<file path="config.mk">
export PLATFORM = sky130hd
export DESIGN_NAME = column_post_decoder_clip_unit
export DESIGN_NICKNAME = d
export VERILOG_FILES = /design/src/hw/rtl/cpdc_pkg.sv /design/src/hw/rtl/column_post_decoder_clip_unit.sv
export SDC_FILE = /design/constraint.sdc
export NUM_CORES = 1
export LEC_CHECK = 0
export ABC_AREA = 1
export BUFFER_PORTS_ARGS = -buffer_cell sky130_fd_sc_hd__buf_4
export CORE_ASPECT_RATIO = 1.5
export CORE_MARGIN = 1.5
export CORE_UTILIZATION = 51
export CTS_BUF_LIST = sky130_fd_sc_hd__clkbuf_4
export DETAILED_ROUTE_END_ITERATION = 10
export PLACE_DENSITY = 0.71
export SYNTH_ARGS = -nofsm -noshare
export SYNTH_HDL_FRONTEND = slang
export SYNTH_SLANG_ARGS = --single-unit
</file>
<file path="constraint.sdc">
create_clock -name clock -period 3.6 [get_ports clock]
set_input_delay 0.72 -clock clock [delete_from_list [all_inputs] [get_ports clock]]
set_output_delay 0.72 -clock clock [all_outputs]
set_load 0.02 [all_outputs]
</file>
<file path="src/hw/rtl/cpdc_pkg.sv">
`default_nettype none
// ----------------------------------------------------------------------------
// cpdc_pkg
// Shared types and constants for the column post decoder with row clipping.
// ----------------------------------------------------------------------------
package cpdc_pkg;

   // Field widths of the beats
   localparam int BYTE_BITS   = 8;
   localparam int ORIGIN_BITS = 16;
   localparam int HEIGHT_BITS = 15;
   localparam int WROW_BITS   = 15;

   // Running row: origin (16b signed) + top (<255) + pixel count (<=255)
   localparam int NROW_BITS = 18;

   // Default width of the latched column height
   localparam int ROW_BITS_DEFAULT = 15;

   // Top byte value that ends a column
   localparam logic [BYTE_BITS-1:0] END_MARK = 8'hff;

   // Post parse phases
   typedef enum logic [2:0] {
      PH_DONE = 3'd0,
      PH_TOP  = 3'd1,
      PH_LEN  = 3'd2,
      PH_PAD1 = 3'd3,
      PH_PIX  = 3'd4,
      PH_PAD2 = 3'd5
   } phase_type;

   // One result beat
   typedef struct packed {
      logic                 write_enable;
      logic [WROW_BITS-1:0] write_row;
      logic [BYTE_BITS-1:0] write_value;
      logic                 column_end;
   } rslt_type;

endpackage : cpdc_pkg
`default_nettype wire

</file>
<file path="src/hw/rtl/column_post_decoder_clip_unit.sv">
`default_nettype none
// ----------------------------------------------------------------------------
// column_post_decoder_clip_unit
// Decodes a run-length picture column one stream byte per beat and issues
// one clipped pixel write (or a null beat) per input byte.
// ----------------------------------------------------------------------------
// Usage: feed the encoded column one byte per req beat, with req_column_start
// high on the first byte (the top byte of the first post); origin and height
// are captured on that beat. Every input beat yields exactly one rsp beat.
// The block takes one byte per clock while rsp_ready keeps up: the parse
// state and the clip compare (a sign check and one 18-bit compare) sit
// between the input handshake and the result register, and a two-entry
// output stage (result register plus skid register) keeps req_ready high
// for one more beat while a result waits on rsp_ready; then req_ready drops.
// rsp_write_enable is high only for pixel bytes whose row lies in
// 0..height-1; rsp_column_end flags the 0xff end marker. Bytes after the end
// marker give all-zero beats until the next column start.
// ----------------------------------------------------------------------------
module column_post_decoder_clip_unit #(
   parameter int ROW_BITS = cpdc_pkg::ROW_BITS_DEFAULT
) (
   input  wire logic                               clock,
   input  wire logic                               reset,
   // input channel
   input  wire logic                               req_valid,
   output logic                                    req_ready,
   input  wire logic [cpdc_pkg::BYTE_BITS-1:0]     req_stream_byte,
   input  wire logic                               req_column_start,
   input  wire logic signed [cpdc_pkg::ORIGIN_BITS-1:0] req_origin_row,
   input  wire logic [cpdc_pkg::HEIGHT_BITS-1:0]   req_column_height,
   // result channel
   output logic                                    rsp_valid,
   input  wire logic                               rsp_ready,
   output logic                                    rsp_write_enable,
   output logic [cpdc_pkg::WROW_BITS-1:0]          rsp_write_row,
   output logic [cpdc_pkg::BYTE_BITS-1:0]          rsp_write_value,
   output logic                                    rsp_column_end
);

   // Height register width: height field masked to ROW_BITS bits, at most HEIGHT_BITS
   localparam int HGT_BITS = (ROW_BITS < cpdc_pkg::HEIGHT_BITS) ?
                             ROW_BITS : cpdc_pkg::HEIGHT_BITS;
   localparam int NRB      = cpdc_pkg::NROW_BITS;
   localparam int OB       = cpdc_pkg::ORIGIN_BITS;
   localparam int BB       = cpdc_pkg::BYTE_BITS;

   // ---------------------------------------------------------------- state
   cpdc_pkg::phase_type        phase_ff, phase_in;
   logic [NRB-1:0]             next_row_ff, next_row_in;   // signed value
   logic [BB-1:0]              bytes_left_ff, bytes_left_in;
   logic [OB-1:0]              origin_ff, origin_in;
   logic [HGT_BITS-1:0]        height_ff, height_in;

   // output stage: head register and skid register
   logic                       rsp_valid_ff, rsp_valid_in;
   cpdc_pkg::rslt_type         rsp_data_ff, rsp_data_in;
   logic                       skid_valid_ff, skid_valid_in;
   cpdc_pkg::rslt_type         skid_data_ff, skid_data_in;

   logic                       push;
   logic                       pop;
   cpdc_pkg::rslt_type         rslt;

   // effective values for this beat (a start overrides the held column)
   cpdc_pkg::phase_type        cur_phase;
   logic [OB-1:0]              cur_origin;
   logic [HGT_BITS-1:0]        cur_height;
   logic                       row_inside;
   logic [BB-1:0]              bytes_dec;

   assign req_ready = !skid_valid_ff;
   assign push      = req_valid && req_ready;
   assign pop       = rsp_valid_ff && rsp_ready;

   assign cur_phase  = req_column_start ? cpdc_pkg::PH_TOP : phase_ff;
   assign cur_origin = req_column_start ? req_origin_row : origin_ff;
   assign cur_height = req_column_start ? req_column_height[HGT_BITS-1:0]
                                        : height_ff;

   // row clip: 0 <= next_row < height
   assign row_inside = !next_row_ff[NRB-1] && (next_row_ff < NRB'(cur_height));
   assign bytes_dec  = bytes_left_ff - BB'(1);

   // ------------------------------------------------------- next-state logic
   always_comb begin
      phase_in      = cur_phase;
      next_row_in   = next_row_ff;
      bytes_left_in = bytes_left_ff;
      origin_in     = cur_origin;
      height_in     = cur_height;
      case (cur_phase)
         cpdc_pkg::PH_TOP: begin
            if (req_stream_byte == cpdc_pkg::END_MARK) begin
               phase_in = cpdc_pkg::PH_DONE;
            end else begin
               next_row_in = {{(NRB-OB){cur_origin[OB-1]}}, cur_origin}
                           + NRB'(req_stream_byte);
               phase_in    = cpdc_pkg::PH_LEN;
            end
         end
         cpdc_pkg::PH_LEN: begin
            bytes_left_in = req_stream_byte;
            phase_in      = cpdc_pkg::PH_PAD1;
         end
         cpdc_pkg::PH_PAD1: begin
            phase_in = (bytes_left_ff != '0) ? cpdc_pkg::PH_PIX
                                             : cpdc_pkg::PH_PAD2;
         end
         cpdc_pkg::PH_PIX: begin
            next_row_in   = next_row_ff + NRB'(1);
            bytes_left_in = bytes_dec;
            if (bytes_dec == '0) begin
               phase_in = cpdc_pkg::PH_PAD2;
            end
         end
         cpdc_pkg::PH_PAD2: begin
            phase_in = cpdc_pkg::PH_TOP;
         end
         default: begin
            phase_in = cpdc_pkg::PH_DONE;
         end
      endcase
   end

   // ------------------------------------------------------------ result logic
   always_comb begin
      rslt = '0;
      case (cur_phase)
         cpdc_pkg::PH_TOP: begin
            rslt.column_end = (req_stream_byte == cpdc_pkg::END_MARK);
         end
         cpdc_pkg::PH_PIX: begin
            if (row_inside) begin
               rslt.write_enable = 1'b1;
               rslt.write_row    = next_row_ff[cpdc_pkg::WROW_BITS-1:0];
               rslt.write_value  = req_stream_byte;
            end
         end
         default: begin
            rslt = '0;
         end
      endcase
   end

   // ------------------------------------------------------ output stage ctl
   always_comb begin
      rsp_valid_in  = rsp_valid_ff;
      rsp_data_in   = rsp_data_ff;
      skid_valid_in = skid_valid_ff;
      skid_data_in  = skid_data_ff;
      if (skid_valid_ff) begin
         // input is stalled; drain skid into head on pop
         if (pop) begin
            rsp_data_in   = skid_data_ff;
            skid_valid_in = 1'b0;
         end
      end else if (push) begin
         if (!rsp_valid_ff || pop) begin
            rsp_valid_in = 1'b1;
            rsp_data_in  = rslt;
         end else begin
            skid_valid_in = 1'b1;
            skid_data_in  = rslt;
         end
      end else if (pop) begin
         rsp_valid_in = 1'b0;
      end
   end

   // --------------------------------------------------------------- registers
   always_ff @(posedge clock) begin
      if (reset) begin
         phase_ff      <= cpdc_pkg::PH_DONE;
         next_row_ff   <= '0;
         bytes_left_ff <= '0;
         origin_ff     <= '0;
         height_ff     <= '0;
         rsp_valid_ff  <= 1'b0;
         skid_valid_ff <= 1'b0;
      end else begin
         if (push) begin
            phase_ff      <= phase_in;
            next_row_ff   <= next_row_in;
            bytes_left_ff <= bytes_left_in;
            origin_ff     <= origin_in;
            height_ff     <= height_in;
         end
         rsp_valid_ff  <= rsp_valid_in;
         skid_valid_ff <= skid_valid_in;
      end
   end

   always_ff @(posedge clock) begin
      rsp_data_ff  <= rsp_data_in;
      skid_data_ff <= skid_data_in;
   end

   assign rsp_valid        = rsp_valid_ff;
   assign rsp_write_enable = rsp_data_ff.write_enable;
   assign rsp_write_row    = rsp_data_ff.write_row;
   assign rsp_write_value  = rsp_data_ff.write_value;
   assign rsp_column_end   = rsp_data_ff.column_end;

   // -------------------------------------------------------------- assertions
   a_skid_behind_head: assert property (@(posedge clock) disable iff (reset)
      skid_valid_ff |-> rsp_valid_ff)
      else $error("skid entry held with empty result register");

   a_pix_has_bytes: assert property (@(posedge clock) disable iff (reset)
      (phase_ff == cpdc_pkg::PH_PIX) |-> (bytes_left_ff != '0))
      else $error("pixel phase with no bytes left");

   a_end_stops_column: assert property (@(posedge clock) disable iff (reset)
      (push && req_column_start && (req_stream_byte == cpdc_pkg::END_MARK))
      |=> (phase_ff == cpdc_pkg::PH_DONE))
      else $error("end marker did not close the column");

   a_write_not_end: assert property (@(posedge clock) disable iff (reset)
      rsp_valid_ff |-> !(rsp_data_ff.write_enable && rsp_data_ff.column_end))
      else $error("pixel write flagged as column end");

   a_push_lands: assert property (@(posedge clock) disable iff (reset)
      (push && !rsp_valid_ff) |=> (rsp_valid_ff && !skid_valid_ff))
      else $error("beat into empty output stage lost or misplaced");

endmodule : column_post_decoder_clip_unit
`default_nettype wire
</file>
==> results by stage <==
STA:
- The count of endpoints failing setup in the final report is 0.
- Headroom to the max-slew limit came out at 38.7%.
- The clock period could shrink to 2.57 ns.
- The final setup skew is 0.0206 ns.
- Setup repair after global routing left no endpoint under its margin.
- The final-report hold violation count is 0.
- Based on the critical path, the design can be clocked at up to 0.390 GHz.
- The transition time at the pin with the least slew margin is 0.918 ns.
- The final period utilization is 71.3%.
- The post-route setup TNS is 0 ns.
- The max-slew violation count is 0.

Synthesis:
- The prevailing post-synth register cell is dfxtp_1.
- The cell count after synthesis is 848.
- Counting flops with a built-in enable in the synthesized netlist gives 50.
- The average cell area after synthesis is 7.46 um^2.
- The synthesized net count is 918.
- The synthesized design contains 112 register bits.
- The share of flip-flops with an asynchronous set or reset is 0%.
- By count the netlist is led by 213 x nand2_1, 88 x nor2_1, 86 x inv_1.
- Summed over all instances, the cell type with the most area after synthesis is edfxtp_1.
- After synthesis, the cell types taking the most area are edfxtp_1 24%, dfxtp_1 20%, nand2_1 13%.
- Sequential cells were found to cover 43.4% of the synthesized design area.
- The area of the mapped netlist is 6320 um^2.
- The most numerous cell in the Yosys netlist is nand2_1.
- The Yosys step of the flow raised 0 warnings.
- Yosys mapped the design onto 33 distinct sky130hd cell types.
- In this run the biggest area consumer among cell types represents 23.7% of the synthesized area.

Critical path:
- On the critical path the largest part of the delay comes from simple AND/OR/NAND/NOR gates.
- The type of the setup path with the least slack is in -> reg.
- The arrival time of the worst setup path is 2.91 ns.
- The register-to-register path setup slack is 1.36 ns.
- The cell that appears most often on the critical path is nand3_1.
- The worst-path cell with the longest stage delay is mux2i_1.
- The maximum fanout count along the critical path is 24.
- The largest stage delay on the critical path is 0.42 ns.
- At the worst endpoint, the required time is 3.94 ns.
- The number of buffers and inverters on the critical path is 1.
- The endpoint type of the worst setup path is a register.
- Walking the worst path, the cells encountered are buf_4 -> mux2i_1 -> ha_1 -> nand3_1 -> nor2_1 -> a21oi_1 -> nand3_2 -> nor2_4 -> nand3_1 -> nand2_1.
- The startpoint kind of the worst setup timing path is a primary input.

Floorplanning:
- The floorplan die height is 139 um.
- Row generation in the floorplan step produced 49 rows.
- The die area is 13100 um^2.
- For this configuration, the core starts out at a cell density of 52.6%.
- The count of boundary I/O pins is 71.
- The placeable core region is 12000 um^2.
- In this run the horizontal extent of the chip is 93.9 um.

CTS:
- The insertion delay to the later sink of the worst-skew pair is 0.47 ns.
- The quantity of gates resized following cts is 0.
- The buffers inserted during post-CTS setup optimization is 0.
- The clock net in this run drives a total of 112 sinks.
- In this run, CTS created clock tree buffers numbering 9.
- TritonCTS built the clock tree.
- The level count of the clock H-tree is 3.
- Buffers inserted to repair hold after CTS numbered 0.
- The buffer cell driving the clock tree root is clkbuf_4.
- The clock transition at the registers of the reported paths is 0.16 ns.
- The clock passes through at most 2 buffers.

Power and ir drop:
- For this design the static power due to leakage is 3.18 nW.
- In this run the power density over the cells is 356 nW/um^2.
- The worst IR drop on VDD is 0.169 mV.

Routing:
- After detailed routing, the number of vias per cell comes to 5.51.
- The detail route stage leaves a number of antenna-violating nets equal to 0.
- Wires add up to 15300 um.
- The total number of vias is 5858.
- The initial detailed-routing violation count is 407.
- The number of search-and-repair iterations in the first detailed-routing pass is 7.
- The post-route DRC violation count is 0.
- The final routed wire length divided by cell count is 14.4 um.

Status:
- The flow ran to the end, and the final reports show no timing, DRC or antenna violations.

Run:
- The tool flagged a number of max-cap violations equal to 0.

Placed design:
- The HPWL after detailed placement is 11600 um.
- The cell area after placement is 6940 um^2.
- Buffers placed on the I/O ports in this run total 70.
- The last weighted congestion value of the routability-driven placer is 0.964.

Global routing:
- Entering global routing, the biggest net connects 49 pins.
- The number of global-route vias before repair is 5372.
- The number of antenna violations at the first check in global routing is 1.
- For this run, the total global-route usage over all layers was measured as 24.0%.
- The final global-route overflow total is 0.
- The first global-routing pass estimated 25200 um of wire.

Finish:
- After the last flow step, the layout net total stands at 974.
- The finished cells cover 7070 um^2.
- The layout cell share with drive strength beyond 1 is 11.6%.
- The area growth from synthesis to layout is 11.8%.
- The filler cell count in the final layout is 1163.

Min path:
- The class of the worst hold path is reg -> reg.
[sequential cells by signal, summed over array words and instances (netlist names)]
name and cells:
bytes_left_ff 8, next_row_ff 18, skid_valid_ff 1, phase_ff 3, skid_data_ff 25, rsp_valid 1, origin_ff 16, rsp_write_value 8
height_ff 15, rsp_write_row 15, rsp_column_end 1, rsp_write_enable 1
[routing by layer]
layer	vias to the layer above	wire length [um]	GRT usage, %
li1	2940	-	-
met4	0	298	7.38
met5	-	0	0
met1	2715	6450	29.6
met3	28	763	3.66
met2	175	7760	42.3
[placed cells by master (no fill, tap or decap), drive strengths merged]
master    Yosys  layout
clkbuf       20      10
nor3          5       5
ha           25      25
a21oi        70      70
fa            1       1
nand3b        3       3
a211oi       12      12
diode         0       1
edfxtp       50      50
nand3        73      73
or2           1       1
clkinv        1       4
nand2       214     214
o22ai         1       1
o21bai        1       1
inv          89      91
nand4        14      14
a31oi         5       5
buf          16      81
o221ai        1       1
xor2          6       6
clkinvlp      0       1
mux2i        14      14
o21a          1       1
nor2         89      89
dfxtp        62      62
o21ai        74      74
[path summary, 6_finish.rpt]
path | from | to | depth (start not counted)
max reg2reg | origin_ff[0]$_SDFFE_PP0P_ | next_row_ff[16]$_SDFFE_PP0P_ | 13
min reg2reg | origin_ff[5]$_SDFFE_PP0P_ | origin_ff[5]$_SDFFE_PP0P_ | 2
max | req_column_start | rsp_write_row[7]$_DFFE_PP_ | 10
min | origin_ff[5]$_SDFFE_PP0P_ | origin_ff[5]$_SDFFE_PP0P_ | 2
[report_power, final]
group | total [W] | internal [W] | switching [W]
sequential | 0.00145 | 0.00139 | 0.0000581
combinational | 0.000486 | 0.000183 | 0.000303
clock | 0.000580 | 0.000154 | 0.000426
[stage by stage]
stage	utilization [%]	setup WS, ns	std cells	total power (W)	hold slack, ns
floorplan	-	0.811	848	0.00179	0.430
global placement	57.8	0.632	1046	0.00195	0.440
detailed placement	57.8	0.564	1046	0.00196	0.447
CTS	58.8	1.05	1062	0.00253	0.471
global route	58.8	0.875	1063	0.00265	0.510
finish	58.8	1.03	1063	0.00252	0.467
[area by class of cell]
class | instances | area [um^2] | area share (%)
Antenna cell | 1 | 2.50 | 0.0354
Tap cell | 153 | 191 | 2.71
Inverter | 90 | 338 | 4.78
Clock inverter | 6 | 43.8 | 0.620
Clock buffer | 10 | 75.1 | 1.06
Timing Repair Buffer | 81 | 608 | 8.61
Multi-Input combinational cell | 610 | 3060 | 43.4
Sequential cell | 112 | 2740 | 38.8
[worst register-to-register path: cells and delay by family (launching register included)]
family | cells | cell delay, ns
buffers and inverters | 1 | 0.05
flip-flops | 1 | 0.36
adder cells (fa/ha/maj) | 2 | 0.46
AND/OR/NAND/NOR | 9 | 0.95
AO/OA/AOI/OAI | 1 | 0.33
[cell families after synthesis]
logic type	count (synthesis)	share of synthesized area [%]
and+or+nand+nor	399	26.3
AOI/OAI and AO/OA	165	13.8
adders and majority gates	26	5.26
xor gates and xnor gates	6	0.831
buffers and inverters	126	8.19
muxes	14	2.22
DFF	112	43.4
Note: power is estimated with default switching activity, not from simulation.
